## config.mk

```make
export PLATFORM = sky130hd
export DESIGN_NAME = prs80_round
export DESIGN_NICKNAME = d
export VERILOG_FILES = /design/src/sv/prs80_pkg.sv /design/src/sv/prs80_round.sv
export SDC_FILE = /design/constraint.sdc
export NUM_CORES = 1
export LEC_CHECK = 0
export BUFFER_PORTS_ARGS = -buffer_cell sky130_fd_sc_hd__buf_2
export CAP_MARGIN = 20
export CORE_AREA = 3 3 135 190
export DETAILED_ROUTE_END_ITERATION = 12
export DIE_AREA = 0 0 138 193
export HOLD_SLACK_MARGIN = 0.12
export PLACE_DENSITY = 0.81
export SYNTH_ARGS = -nofsm -noshare
export SYNTH_HDL_FRONTEND = slang
export SYNTH_SLANG_ARGS = --single-unit
```

## constraint.sdc

```tcl
create_clock -name clk_i -period 4.9 [get_ports clk_i]
set_clock_uncertainty 0.05 [all_clocks]
set_input_delay 0.245 -clock clk_i [delete_from_list [all_inputs] [get_ports clk_i]]
set_output_delay 0.245 -clock clk_i [all_outputs]
set_load 0.03 [all_outputs]
```

## src/sv/prs80_pkg.sv

```systemverilog
// PRESENT-80 shared definitions: S-box tables, bit permutations, key schedule steps
// and the per-stage pipeline item type.
// No dependencies.
package prs80_pkg;

  localparam int unsigned NumRounds  = 31;
  localparam int unsigned BlockW     = 64;
  localparam int unsigned KeyW       = 80;
  localparam int unsigned RndW       = 5;
  localparam int unsigned NumNibbles = BlockW / 4;

  typedef enum logic {
    OP_ENCRYPT = 1'b0,
    OP_DECRYPT = 1'b1
  } prs80_op_e;

  typedef struct packed {
    prs80_op_e         op;
    logic [BlockW-1:0] state;
    logic [KeyW-1:0]   key;
  } prs80_item_t;

  function automatic logic [3:0] sbox_fwd(input logic [3:0] x);
    logic [3:0] y;
    unique case (x)
      4'h0: y = 4'hC;
      4'h1: y = 4'h5;
      4'h2: y = 4'h6;
      4'h3: y = 4'hB;
      4'h4: y = 4'h9;
      4'h5: y = 4'h0;
      4'h6: y = 4'hA;
      4'h7: y = 4'hD;
      4'h8: y = 4'h3;
      4'h9: y = 4'hE;
      4'hA: y = 4'hF;
      4'hB: y = 4'h8;
      4'hC: y = 4'h4;
      4'hD: y = 4'h7;
      4'hE: y = 4'h1;
      default: y = 4'h2;
    endcase
    return y;
  endfunction

  function automatic logic [3:0] sbox_rev(input logic [3:0] x);
    logic [3:0] y;
    unique case (x)
      4'h0: y = 4'h5;
      4'h1: y = 4'hE;
      4'h2: y = 4'hF;
      4'h3: y = 4'h8;
      4'h4: y = 4'hC;
      4'h5: y = 4'h1;
      4'h6: y = 4'h2;
      4'h7: y = 4'hD;
      4'h8: y = 4'hB;
      4'h9: y = 4'h4;
      4'hA: y = 4'h6;
      4'hB: y = 4'h3;
      4'hC: y = 4'h0;
      4'hD: y = 4'h7;
      4'hE: y = 4'h9;
      default: y = 4'hA;
    endcase
    return y;
  endfunction

  function automatic logic [BlockW-1:0] sub_fwd(input logic [BlockW-1:0] v);
    logic [BlockW-1:0] r;
    for (int n = 0; n < NumNibbles; n++) begin
      r[4*n +: 4] = sbox_fwd(v[4*n +: 4]);
    end
    return r;
  endfunction

  function automatic logic [BlockW-1:0] sub_rev(input logic [BlockW-1:0] v);
    logic [BlockW-1:0] r;
    for (int n = 0; n < NumNibbles; n++) begin
      r[4*n +: 4] = sbox_rev(v[4*n +: 4]);
    end
    return r;
  endfunction

  // bit i moves to bit 16*i mod 63, top bit stays
  function automatic logic [BlockW-1:0] perm_fwd(input logic [BlockW-1:0] v);
    logic [BlockW-1:0] r;
    r[BlockW-1] = v[BlockW-1];
    for (int i = 0; i < BlockW - 1; i++) begin
      r[16 * (i & 3) + (i >> 2)] = v[i];
    end
    return r;
  endfunction

  // bit i moves to bit 4*i mod 63, top bit stays
  function automatic logic [BlockW-1:0] perm_rev(input logic [BlockW-1:0] v);
    logic [BlockW-1:0] r;
    r[BlockW-1] = v[BlockW-1];
    for (int i = 0; i < BlockW - 1; i++) begin
      r[4 * (i & 15) + (i >> 4)] = v[i];
    end
    return r;
  endfunction

  // rotate left 61, S-box the top nibble, fold in the round counter
  function automatic logic [KeyW-1:0] key_fwd(input logic [KeyW-1:0] k,
                                              input logic [RndW-1:0] rnd);
    logic [KeyW-1:0] t;
    t = {k[18:0], k[79:19]};
    t[79:76] = sbox_fwd(t[79:76]);
    t[19:15] = t[19:15] ^ rnd;
    return t;
  endfunction

  function automatic logic [KeyW-1:0] key_rev(input logic [KeyW-1:0] k,
                                              input logic [RndW-1:0] rnd);
    logic [KeyW-1:0] t;
    t = k;
    t[19:15] = t[19:15] ^ rnd;
    t[79:76] = sbox_rev(t[79:76]);
    return {t[60:0], t[79:61]};
  endfunction

endpackage

```

## src/sv/prs80_round.sv

```systemverilog
// PRESENT-80 round stage: one encryption or decryption round with its key step,
// behind a registered valid/ready slot. Depends on prs80_pkg.
module prs80_round import prs80_pkg::*; #(
  parameter int unsigned Round = 1
) (
  input  logic        clk_i,
  input  logic        rst_ni,
  input  logic        valid_i,
  output logic        ready_o,
  input  prs80_item_t item_i,
  output logic        valid_o,
  input  logic        ready_i,
  output prs80_item_t item_o
);

  localparam logic [RndW-1:0] EncRnd = RndW'(Round);
  localparam logic [RndW-1:0] DecRnd = RndW'(NumRounds + 1 - Round);

  logic            valid_q;
  prs80_item_t     item_q, item_d;
  logic [KeyW-1:0] key_dec;

  always_comb begin
    key_dec   = key_rev(item_i.key, DecRnd);
    item_d.op = item_i.op;
    unique case (item_i.op)
      OP_ENCRYPT: begin
        item_d.state = perm_fwd(sub_fwd(item_i.state ^ item_i.key[KeyW-1 -: BlockW]));
        item_d.key   = key_fwd(item_i.key, EncRnd);
      end
      OP_DECRYPT: begin
        item_d.state = sub_rev(perm_rev(item_i.state)) ^ key_dec[KeyW-1 -: BlockW];
        item_d.key   = key_dec;
      end
      default: begin
        item_d.state = item_i.state;
        item_d.key   = item_i.key;
      end
    endcase
  end

  assign ready_o = ~valid_q | ready_i;

  always_ff @(posedge clk_i or negedge rst_ni) begin
    if (!rst_ni) begin
      valid_q <= 1'b0;
    end else if (ready_o) begin
      valid_q <= valid_i;
    end
  end

  always_ff @(posedge clk_i) begin
    if (ready_o && valid_i) begin
      item_q <= item_d;
    end
  end

  assign valid_o = valid_q;
  assign item_o  = item_q;

endmodule

```

==> impl_results.md, run 1 <==
* Status: finished clean
* Vias in the first global route at around 11000
* IO Pins at roughly 300
* Core area at ~0.024 sq mm
* Fin Hold WS at around 120 ps
* Most common cell after layout, fill and taps aside: buf_2
* Setup tns final at 0 ps
* DRC Markers at 0
* VDD IR max at between 0.2 and 0.3 mV
* Average size of a mapped cell at between 10 and 15 sq um
* DRT Pass-1 Iters at 5
* Finished Core Util at 0.658
* CP Max Fanout at 74
* Worst setup SP type: register
* DRT iter0 DRCs at 1050
* Fin. Hold Viols at 0
* Startpoint of the worst hold path: item_i[75]
* Port bufs at ~300
* Placed instance count at 1842
* Kind of critical path: register to register
* CP Launch Point: valid_o$_DFFE_PN0N_
* Setup WS pre-CTS at 2610 ps
* Fin nets at between 1500 and 2000
* Vias per cell at approximately 5.9
* Setup Viol. Count Final at 0
* Gp weighted congestion at ~0.96
* Post-DP HPWL at 31400 um
* Period utilisation layout at 0.453
* Total congestion overflow at 0
* Initial antenna violation count at 1
* Netlist Area Pre-Place at 0.0134 sq mm
* Hold Path Class: primary input to register
* Commonest non-fill, non-tap cells in the layout: buf_2, ha_1, edfxtp_1
* Sequential element share of the synthesized area at 0.327
* PD cells at 282 mW/mm^2
* Yosys warning count at 0
* Root Buffer: clkbuf_16
* Clock buffer depth at 2
* Post-route setup slack at ~2700 ps
* Die ar. at between 0.02 and 0.03 sq mm
* Placed cell areas at roughly 0.015 sq mm
* Die Ht at 193 um
* DR vias at roughly 11000
* Max incr delay on CP at 820 ps
* Htree depth at 4
* Initial Util at 0.559
* Post-detailed-route count of antenna-violating nets at 0
* Slew @ Worst Pin at 1080 ps
* Final std cells w/o fill at between 1500 and 2000
* Rel. slew slack at 0.281
* Syn Nets at ~1600
* Slowest stage cell on the critical path: and2_4
* Row count at 67
* Post-route cell area at 0.0158 sq mm
* CTS buffer count at 17
* Post-CTS Setup Inserts at 0
* Tmin final at 2220 ps
* RSZ-0062 raised after global routing: no
* Global-route wire length before repair at around 62000 um
* Total design power at approximately 4.4 mW
* Async set-reset flop share out of synthesis at 0.00685
* Cells after Synth at around 1300
* Area grow syn2layout at 17.7%
* Worst Setup End Kind: register
* Detailed-route wire length per cell at approximately 22 um
* CTS sink count at between 100 and 150
* F_max at ~0.45 GHz
* CP Cell Sequence: nand2b_1 > and2_4 > buf_12
* Static Leak at around 6.9 nW
* Clk pin slew, worst setup/hold paths at approximately 70 ps
* CP arrival at around 2300 ps
* Worst EP required at around 5000 ps
* Max-slew violations at 0
* CTS tree: done
* Post-synth EDFFs at 145
* Synthesis-stage register bit count at between 100 and 150
* Gr usage total at 0.302
* Layout cell share with drive strength beyond 1 at 0.298
* Largest net degree at the start of global routing at 75
* Reg-to-reg startpoint: valid_o$_DFFE_PN0N_
* Dominant synthesized flop cell: edfxtp_1
* Drt total wl at 41200 um
* Worst-skew pair later-pin latency at 440 ps
* Die width at around 140 um
* Netlist cell types at 46
* Max Cap Viol at 0
[critical path: cells and delay by family, from the launching register on]
family / cells / cell delay (ps)
simple gates: 2 / 930
flops: 1 / 370
buf+inv: 1 / 420
[path summary, 6_finish.rpt]
path,cells past startpoint,slack (ps),endpoint
min reg2reg,3,1040,valid_o$_DFFE_PN0N_
min,2,120,item_o[14]$_DFFE_PP_
max reg2reg,3,2680,item_o[6]$_DFFE_PP_
max in group asynchronous,3,4130,valid_o$_DFFE_PN0N_
min in group asynchronous,3,570,valid_o$_DFFE_PN0N_
max,3,2680,item_o[6]$_DFFE_PP_
[sequential cells by signal, indices dropped and copies added (netlist names)]
name,flops
item_o,145
valid_o,1
[synthesized netlist by cell type, drive strengths merged, types with 7 or more instances]
cell	count	area (sq um)
o211ai	11	82.6
ha	169	2110
mux4	40	916
edfxtp	145	4350
nand2	91	342
buf	41	215
clkbuf	14	52.6
mux2	83	935
nand3	7	35.0
mux2i	22	220
a211oi	52	390
xor2	76	763
nor2	83	312
xnor2	77	761
nor3	13	65.1
o21ai	77	385
inv	119	447
a21oi	113	566
[report_power, final]
part / leakage (nW) / switching (mW) / internal [mW]
sequential: 1.39 / 0.0361 / 1.52
clock: 0.281 / 0.571 / 0.755
combinational: 5.26 / 0.985 / 0.578
total: 6.93 / 1.59 / 2.85
[routing by layer]
metal  up-vias  global-route usage  wire length (um)
met2       557               0.536             20900
met4         0               0.190              2750
met3       137              0.0585              3180
met1      5376               0.334             14400
li1       5168                   -                 -
met5         -                   0                 0
[area by class of cell]
type | instances | area, sq um
flip-flops and latches | 146 | 4380
clock buffers | 18 | 429
clock inverters | 14 | 154
well taps | 310 | 388
inverters | 119 | 447
diodes | 2 | 5.00
fillers | 1909 | 8190
multi-input cells | 969 | 8320
repair buffers | 313 | 1670
[kinds of logic (layout without fill, tap and decap cells)]
logic type	count (synthesis)	count (layout)	share of synthesized area
DFF	146	146	0.327
AOI/OAI and AO/OA	296	296	0.132
buffers and inverters	174	464	0.0533
and+or+nand+nor	206	206	0.0621
adders and majority gates	169	169	0.158
muxes	145	145	0.154
other	0	2	0
xor gates and xnor gates	153	153	0.114
[repair_timing]
action,4_1_cts,5_1_grt
hold buffers,15,0
endpoints found under the hold margin,22,0
resized for setup,0,0
No activity file was read; power rests on OpenSTA's default activity.
==> run 2, diff against run 1 <==
==> constraint.sdc (replaced) <==
create_clock -name clk_i -period 2.3 [get_ports clk_i]
set_clock_uncertainty 0.05 [all_clocks]
set_input_delay 0.115 -clock clk_i [delete_from_list [all_inputs] [get_ports clk_i]]
set_output_delay 0.115 -clock clk_i [all_outputs]
set_load 0.03 [all_outputs]
==> impl_results.md, run 2 (synthesis gave the netlist of run 1 again) <==
* Gp weighted congestion at 0.962 (was 0.964)
* DR vias at 11900 (was 11200)
* Top Family by Delay on Critical Path: buffers and inverters (was simple AND/OR/NAND/NOR gates)
* Rel. slew slack at 0.513 (was 0.281)
* Static Leak at 7.40 nW (was 6.93 nW)
* Kind of critical path: primary input to register (was register to register)
* Sequential cell area at 0.00438 sq mm (unchanged)
* Largest net degree at the start of global routing at 89 (was 75)
* Worst EP required at 2490 ps (was 4950 ps)
* Setup Viol. Count Final at 0 (unchanged)
* Vias in the first global route at 11600 (was 11100)
* CTS buffer count at 17 (unchanged)
* Max-slew violations at 0 (unchanged)
* Tmin final at ~2200 ps
* Sw Ratio at 0.361 (was 0.358)
* Max reg flops at 145 (unchanged)
* Die width at 138 um (unchanged)
* Slew @ Worst Pin at 725 ps (was 1080 ps)
* Initial antenna violation count at 0 (was 1)
* Setup WS pre-CTS at 126 ps (was 2610 ps)
* Worst path most repeated cell: inv_1
* VDD IR max at 0.544 mV (was 0.284 mV)
* CTS sink count at 146 (unchanged)
* CP arrival at 2390 ps (was 2270 ps)
* Max incr delay on CP at 530 ps (was 820 ps)
* CP Cell Sequence: dlygate4sd3_1 > buf_2 > xnor2_1 > inv_1 > ha_1 > inv_1 > nor2_1 > nand2_1 > o221ai_1 > o21ai_0 (was nand2b_1 > and2_4 > buf_12)
* Clk pin slew, worst setup/hold paths at 60 ps (was 70 ps)
* Filler cell count at 1753 (was 1909)
* Die ar. at 0.0266 sq mm (unchanged)
* Combinational power share at 0.374 (was 0.352)
* Worst Setup End Kind: register (unchanged)
* Total congestion overflow at 0 (unchanged)
* Initial Util at 0.559 (unchanged)
* Most common cell after layout, fill and taps aside: buf_2 (unchanged)
* Area grow syn2layout at 25.7% (was 17.7%)
* Global-route wire length before repair at 64900 um (was 62000 um)
* Worst setup SP type: primary input (was register)
* Fin nets at 1989 (was 1884)
* Crit path buf inv count at 4 (was 1)
* Max Cap Viol at 0 (unchanged)
* Sequential power share at 0.347 (was 0.350)
* Gr usage total at 0.318 (was 0.302)
* DRT Pass-1 Iters at 5 (unchanged)
* Post-route setup slack at 90.8 ps (was 2680 ps)
* Total design power at 9.56 mW (was 4.45 mW)
* Slowest stage cell on the critical path: dlygate4sd3_1 (was and2_4)
* CTS tree: done (unchanged)
* Worst-skew pair later-pin latency at 440 ps (about the same)
* RSZ-0062 raised after global routing: no (unchanged)
* CP Max Fanout at 4 (was 74)
* Die Ht at 193 um (unchanged)
* Area occupied by multi-input gates at 0.00835 sq mm (was 0.00832 sq mm)
* Vias per cell at 5.94 (about the same)
* Commonest non-fill, non-tap cells in the layout: buf_2, ha_1, edfxtp_1 (unchanged)
* Clock share of power at 0.279 (was 0.298)
* PD cells at 568 mW/mm^2 (was 282 mW/mm^2)
* Htree depth at 4 (unchanged)
* Root Buffer: clkbuf_16 (unchanged)
* CP Launch Point: item_i[37] (was valid_o$_DFFE_PN0N_)
* Row count at 67 (unchanged)
* Period utilisation layout at 0.961
* Clock buffer depth at 2 (unchanged)
* Switch Pwr at 3.45 mW (was 1.59 mW)
* Port bufs at 295 (unchanged)
* Drt total wl at 44200 um (was 41200 um)
* Setup tns final at 0 ps (unchanged)
* Layout cell share with drive strength beyond 1 at 0.296 (was 0.298)
* DRC Markers at 0 (unchanged)
* Reg-to-reg startpoint: valid_o$_DFFE_PN0N_ (unchanged)
* Core area at 0.0240 sq mm (unchanged)
* IO Pins at 296 (unchanged)
* Status: finished clean (unchanged)
* DRT iter0 DRCs at 915 (was 1050)
* Startpoint of the worst hold path: item_i[56] (was item_i[75])
* Post-DP HPWL at 32400 um (was 31400 um)
* Post-detailed-route count of antenna-violating nets at 0 (unchanged)
* F_max at around 0.45 GHz
* Detailed-route wire length per cell at 22.2 um (was 21.8 um)
* Hold Path Class: primary input to register (unchanged)
* Internal at 6.11 mW (was 2.85 mW)
* Fin. Hold Viols at 0 (unchanged)
run 2: cell count changes in the layout (fill, tap and decap cells not counted), sizes merged:
cell | before | now
clkinvlp | 1 | 6
buf | 298 | 321
bufinv | 2 | 1
inv | 123 | 120
clkinv | 7 | 6
dlygate4sd3 | 15 | 96
run 2: repair_timing:
action                     CTS  global route
hold buffers                96             0
setup endpoints to repair    0            15
hold endpoints to repair    96             0
resized for setup            0             5
buffers inserted             0             0
run 2: through the flow:
| step | utilization | hold WS, ps | cells | instance area (sq um) |
|---|---|---|---|---|
| after global placement | 0.637 | -161 | 1865 | 15300 |
| after detailed placement | 0.637 | -159 | 1865 | 15300 |
| after CTS | 0.700 | 122 | 1992 | 16800 |
| after floorplan | - | -231 | 1289 | 13400 |
| final | 0.703 | 135 | 1995 | 16800 |
| after global routing | 0.703 | 131 | 1993 | 16800 |
run 2: worst reg2reg max path: cells and delay by family (launching register included):
family,cells,cell delay (ps)
buf+inv,1,350
flops,1,390
simple gates,2,440
run 2: routing by layer:
layer	global-route usage	share of wire
met3	0.0619	0.078
met5	0	0
met1	0.349	0.35
met4	0.214	0.071
met2	0.560	0.50
run 2: path summary, 6_finish.rpt:
check / to / slack, ps / cells past startpoint
max: item_o[133]$_DFFE_PP_ / 90 / 10
max reg2reg: item_o[53]$_DFFE_PP_ / 690 / 3
min reg2reg: item_o[75]$_DFFE_PP_ / 830 / 2
min in group asynchronous: valid_o$_DFFE_PN0N_ / 460 / 3
min: item_o[37]$_DFFE_PP_ / 140 / 3
max in group asynchronous: valid_o$_DFFE_PN0N_ / 1640 / 3
run 2: layout make-up:
cell class / count / share of cell area
multi-input cells: 969 / 0.496
flip-flops and latches: 146 / 0.260
repair buffers: 418 / 0.162
inverters: 119 / 0.0265
clock buffers: 17 / 0.0252
well taps: 310 / 0.0230
clock inverters: 14 / 0.00698
diodes: 2 / 0.000297
run 2: power groups by stage:
stage,Combinational [mW],Sequential (mW),Clock (mW)
floorplan,1.80,3.79,0
global placement,3.24,3.36,0
detailed placement,3.33,3.36,0
CTS,3.50,3.31,2.68
global route,3.85,3.33,2.77
finish,3.57,3.32,2.67
==> run 3, diff against run 2 <==
--- a/config.mk
+++ b/config.mk
@@ -7,11 +7,11 @@
 export LEC_CHECK = 0
 export BUFFER_PORTS_ARGS = -buffer_cell sky130_fd_sc_hd__buf_2
 export CAP_MARGIN = 20
-export CORE_AREA = 3 3 135 190
+export CORE_AREA = 3 3 150 211
 export DETAILED_ROUTE_END_ITERATION = 12
-export DIE_AREA = 0 0 138 193
+export DIE_AREA = 0 0 153 214
 export HOLD_SLACK_MARGIN = 0.12
-export PLACE_DENSITY = 0.81
+export PLACE_DENSITY = 0.68
 export SYNTH_ARGS = -nofsm -noshare
 export SYNTH_HDL_FRONTEND = slang
 export SYNTH_SLANG_ARGS = --single-unit
==> impl_results.md, run 3 (synthesis gave the netlist of run 1 again) <==
* Vias in the first global route at 11500 (was 11600)
* Max incr delay on CP at 580 ps (was 530 ps)
* Kind of critical path: primary input to register (unchanged)
* Placed cell areas at 0.0154 sq mm (was 0.0153 sq mm)
* Status: finished clean (unchanged)
* CTS sink count at 146 (unchanged)
* Commonest non-fill, non-tap cells in the layout: buf_2, ha_1, edfxtp_1 (unchanged)
* Total congestion overflow at 0 (unchanged)
* Post-DP HPWL at 34100 um (was 32400 um)
* Max Cap Viol at 0 (unchanged)
* Drt total wl at 44100 um (was 44200 um)
* Switch Pwr at 3.48 mW (was 3.45 mW)
* CTS buffer count at 17 (unchanged)
* Max reg flops at 145 (unchanged)
* PostCTS Resize Cnt at 0 (unchanged)
* CP arrival at 2370 ps (was 2390 ps)
* Fin. Hold Viols at 0 (unchanged)
* Die Ht at 214 um (was 193 um)
* DRT Pass-1 Iters at 5 (unchanged)
* Period utilisation layout at 0.970 (was 0.961)
* Worst EP required at 2440 ps (was 2490 ps)
* Htree depth at 4 (unchanged)
* Worst Setup End Kind: register (unchanged)
* Fin Hold WS at 149 ps (was 135 ps)
* IO Pins at 296 (unchanged)
* Sw Ratio at 0.354 (was 0.361)
* CTS tree: done (unchanged)
* Sequential power share at 0.336 (was 0.347)
* Total design power at 9.84 mW (was 9.56 mW)
* Die ar. at 0.0327 sq mm (was 0.0266 sq mm)
* Finished Core Util at 0.568 (was 0.703)
* Setup WS pre-CTS at 110 ps (was 126 ps)
* Die width at 153 um (was 138 um)
* Worst path most repeated cell: dlygate4sd3_1 (was inv_1)
* RSZ-0062 raised after global routing: no (unchanged)
* Root Buffer: clkbuf_16 (unchanged)
* CP Max Fanout at 43 (was 4)
* VDD IR max at 0.568 mV (was 0.544 mV)
* Slew @ Worst Pin at 762 ps (was 725 ps)
* Layout cell share with drive strength beyond 1 at 0.295 (was 0.296)
* Global-route wire length before repair at 66200 um (was 64900 um)
* Setup Viol. Count Final at 0 (unchanged)
* Post-route setup slack at 68.8 ps (was 90.8 ps)
* Detailed-route wire length per cell at 21.2 um (was 22.2 um)
* Initial antenna violation count at 5 (was 0)
* Worst setup SP type: primary input (unchanged)
* Combinational power share at 0.360 (was 0.374)
* Placed instance count at 1944 (was 1865)
* Hold Path Class: primary input to register (unchanged)
* Post-route cell area at 0.0170 sq mm (was 0.0168 sq mm)
* Setup tns final at 0 ps (unchanged)
* Port bufs at 295 (unchanged)
* Static Leak at 7.44 nW (was 7.40 nW)
* DR vias at 11400 (was 11900)
* Row count at 75 (was 67)
* Worst-skew pair later-pin latency at 440 ps (about the same)
* DRT iter0 DRCs at 712 (was 915)
* Fin nets at 1994 (was 1989)
* Most common cell after layout, fill and taps aside: buf_2 (unchanged)
* Initial Util at 0.448 (was 0.559)
* Largest net degree at the start of global routing at 61 (was 89)
* Clock share of power at 0.304 (was 0.279)
* Internal at 6.36 mW (was 6.11 mW)
* Clk pin slew, worst setup/hold paths at 70 ps (was 60 ps)
* CP Cell Sequence: dlygate4sd3_1 > buf_6 > buf_4 > mux2_2 > dlygate4sd3_1 (was dlygate4sd3_1 > buf_2 > xnor2_1 > inv_1 > ha_1 > inv_1 > nor2_1 > nand2_1 > o221ai_1 > o21ai_0)
* Rel. slew slack at 0.488 (was 0.513)
* Slowest stage cell on the critical path: dlygate4sd3_1 (unchanged)
* F_max at 0.448 GHz (was 0.453 GHz)
* Max-slew violations at 0 (unchanged)
* DRC Markers at 0 (unchanged)
* Vias per cell at 5.47 (was 5.94)
* Tmin final at 2230 ps (was 2210 ps)
* Post-detailed-route count of antenna-violating nets at 0 (unchanged)
* Final std cells w/o fill at 2077 (was 1995)
* Clock buffer depth at 2 (unchanged)
* Area grow syn2layout at 26.7% (was 25.7%)
* Core area at 0.0299 sq mm (was 0.0240 sq mm)
* PD cells at 579 mW/mm^2 (was 568 mW/mm^2)
* Gp weighted congestion at 0.886 (was 0.962)
* Gr usage total at 0.264 (was 0.318)
## run 3: per-layer routing
layer	GRT usage	wire length [um]	vias up
li1	-	-	5387
met1	0.290	16000	5405
met2	0.470	22800	455
met3	0.0465	2580	116
met4	0.163	2700	4
met5	0	22	-
## run 3: power groups by stage
stage	Sequential (mW)	Clock (mW)	Combinational, mW
after detailed placement	3.36	0	3.36
after global placement	3.36	0	3.28
after CTS	3.31	3.04	3.53
after global routing	3.32	3.12	3.84
after floorplan	3.79	0	1.80
final	3.31	2.99	3.54
## run 3: cell type report
type                            count  area (sq um)
Clock inverter                     14           179
Antenna cell                        3          7.51
Sequential cell                   146          4380
Clock buffer                       18           429
Timing Repair Buffer              423          2750
Inverter                          119           447
Fill cell                        2600         12900
Multi-Input combinational cell    969          8320
Tap cell                          385           482
## run 3: what timing repair did
action / in CTS / in global routing
buffers inserted: 0 / 0
hold endpoints to repair: 99 / 0
hold buffers: 98 / 0
## run 3: worst paths after layout
check	from	to	slack, ps	depth (start not counted)
min reg2reg	valid_o$_DFFE_PN0N_	item_o[131]$_DFFE_PP_	870	2
max reg2reg	valid_o$_DFFE_PN0N_	item_o[120]$_DFFE_PP_	680	3
max in group asynchronous	rst_ni	valid_o$_DFFE_PN0N_	1610	3
min in group asynchronous	rst_ni	valid_o$_DFFE_PN0N_	480	3
max	item_i[144]	item_o[29]$_DFFE_PP_	70	5
min	item_i[78]	item_o[15]$_DFFE_PP_	150	3
## run 3: critical path: cells and delay by family
kind                   cells  cell delay [ps]
buffers and inverters      4             1840
muxes                      1              370
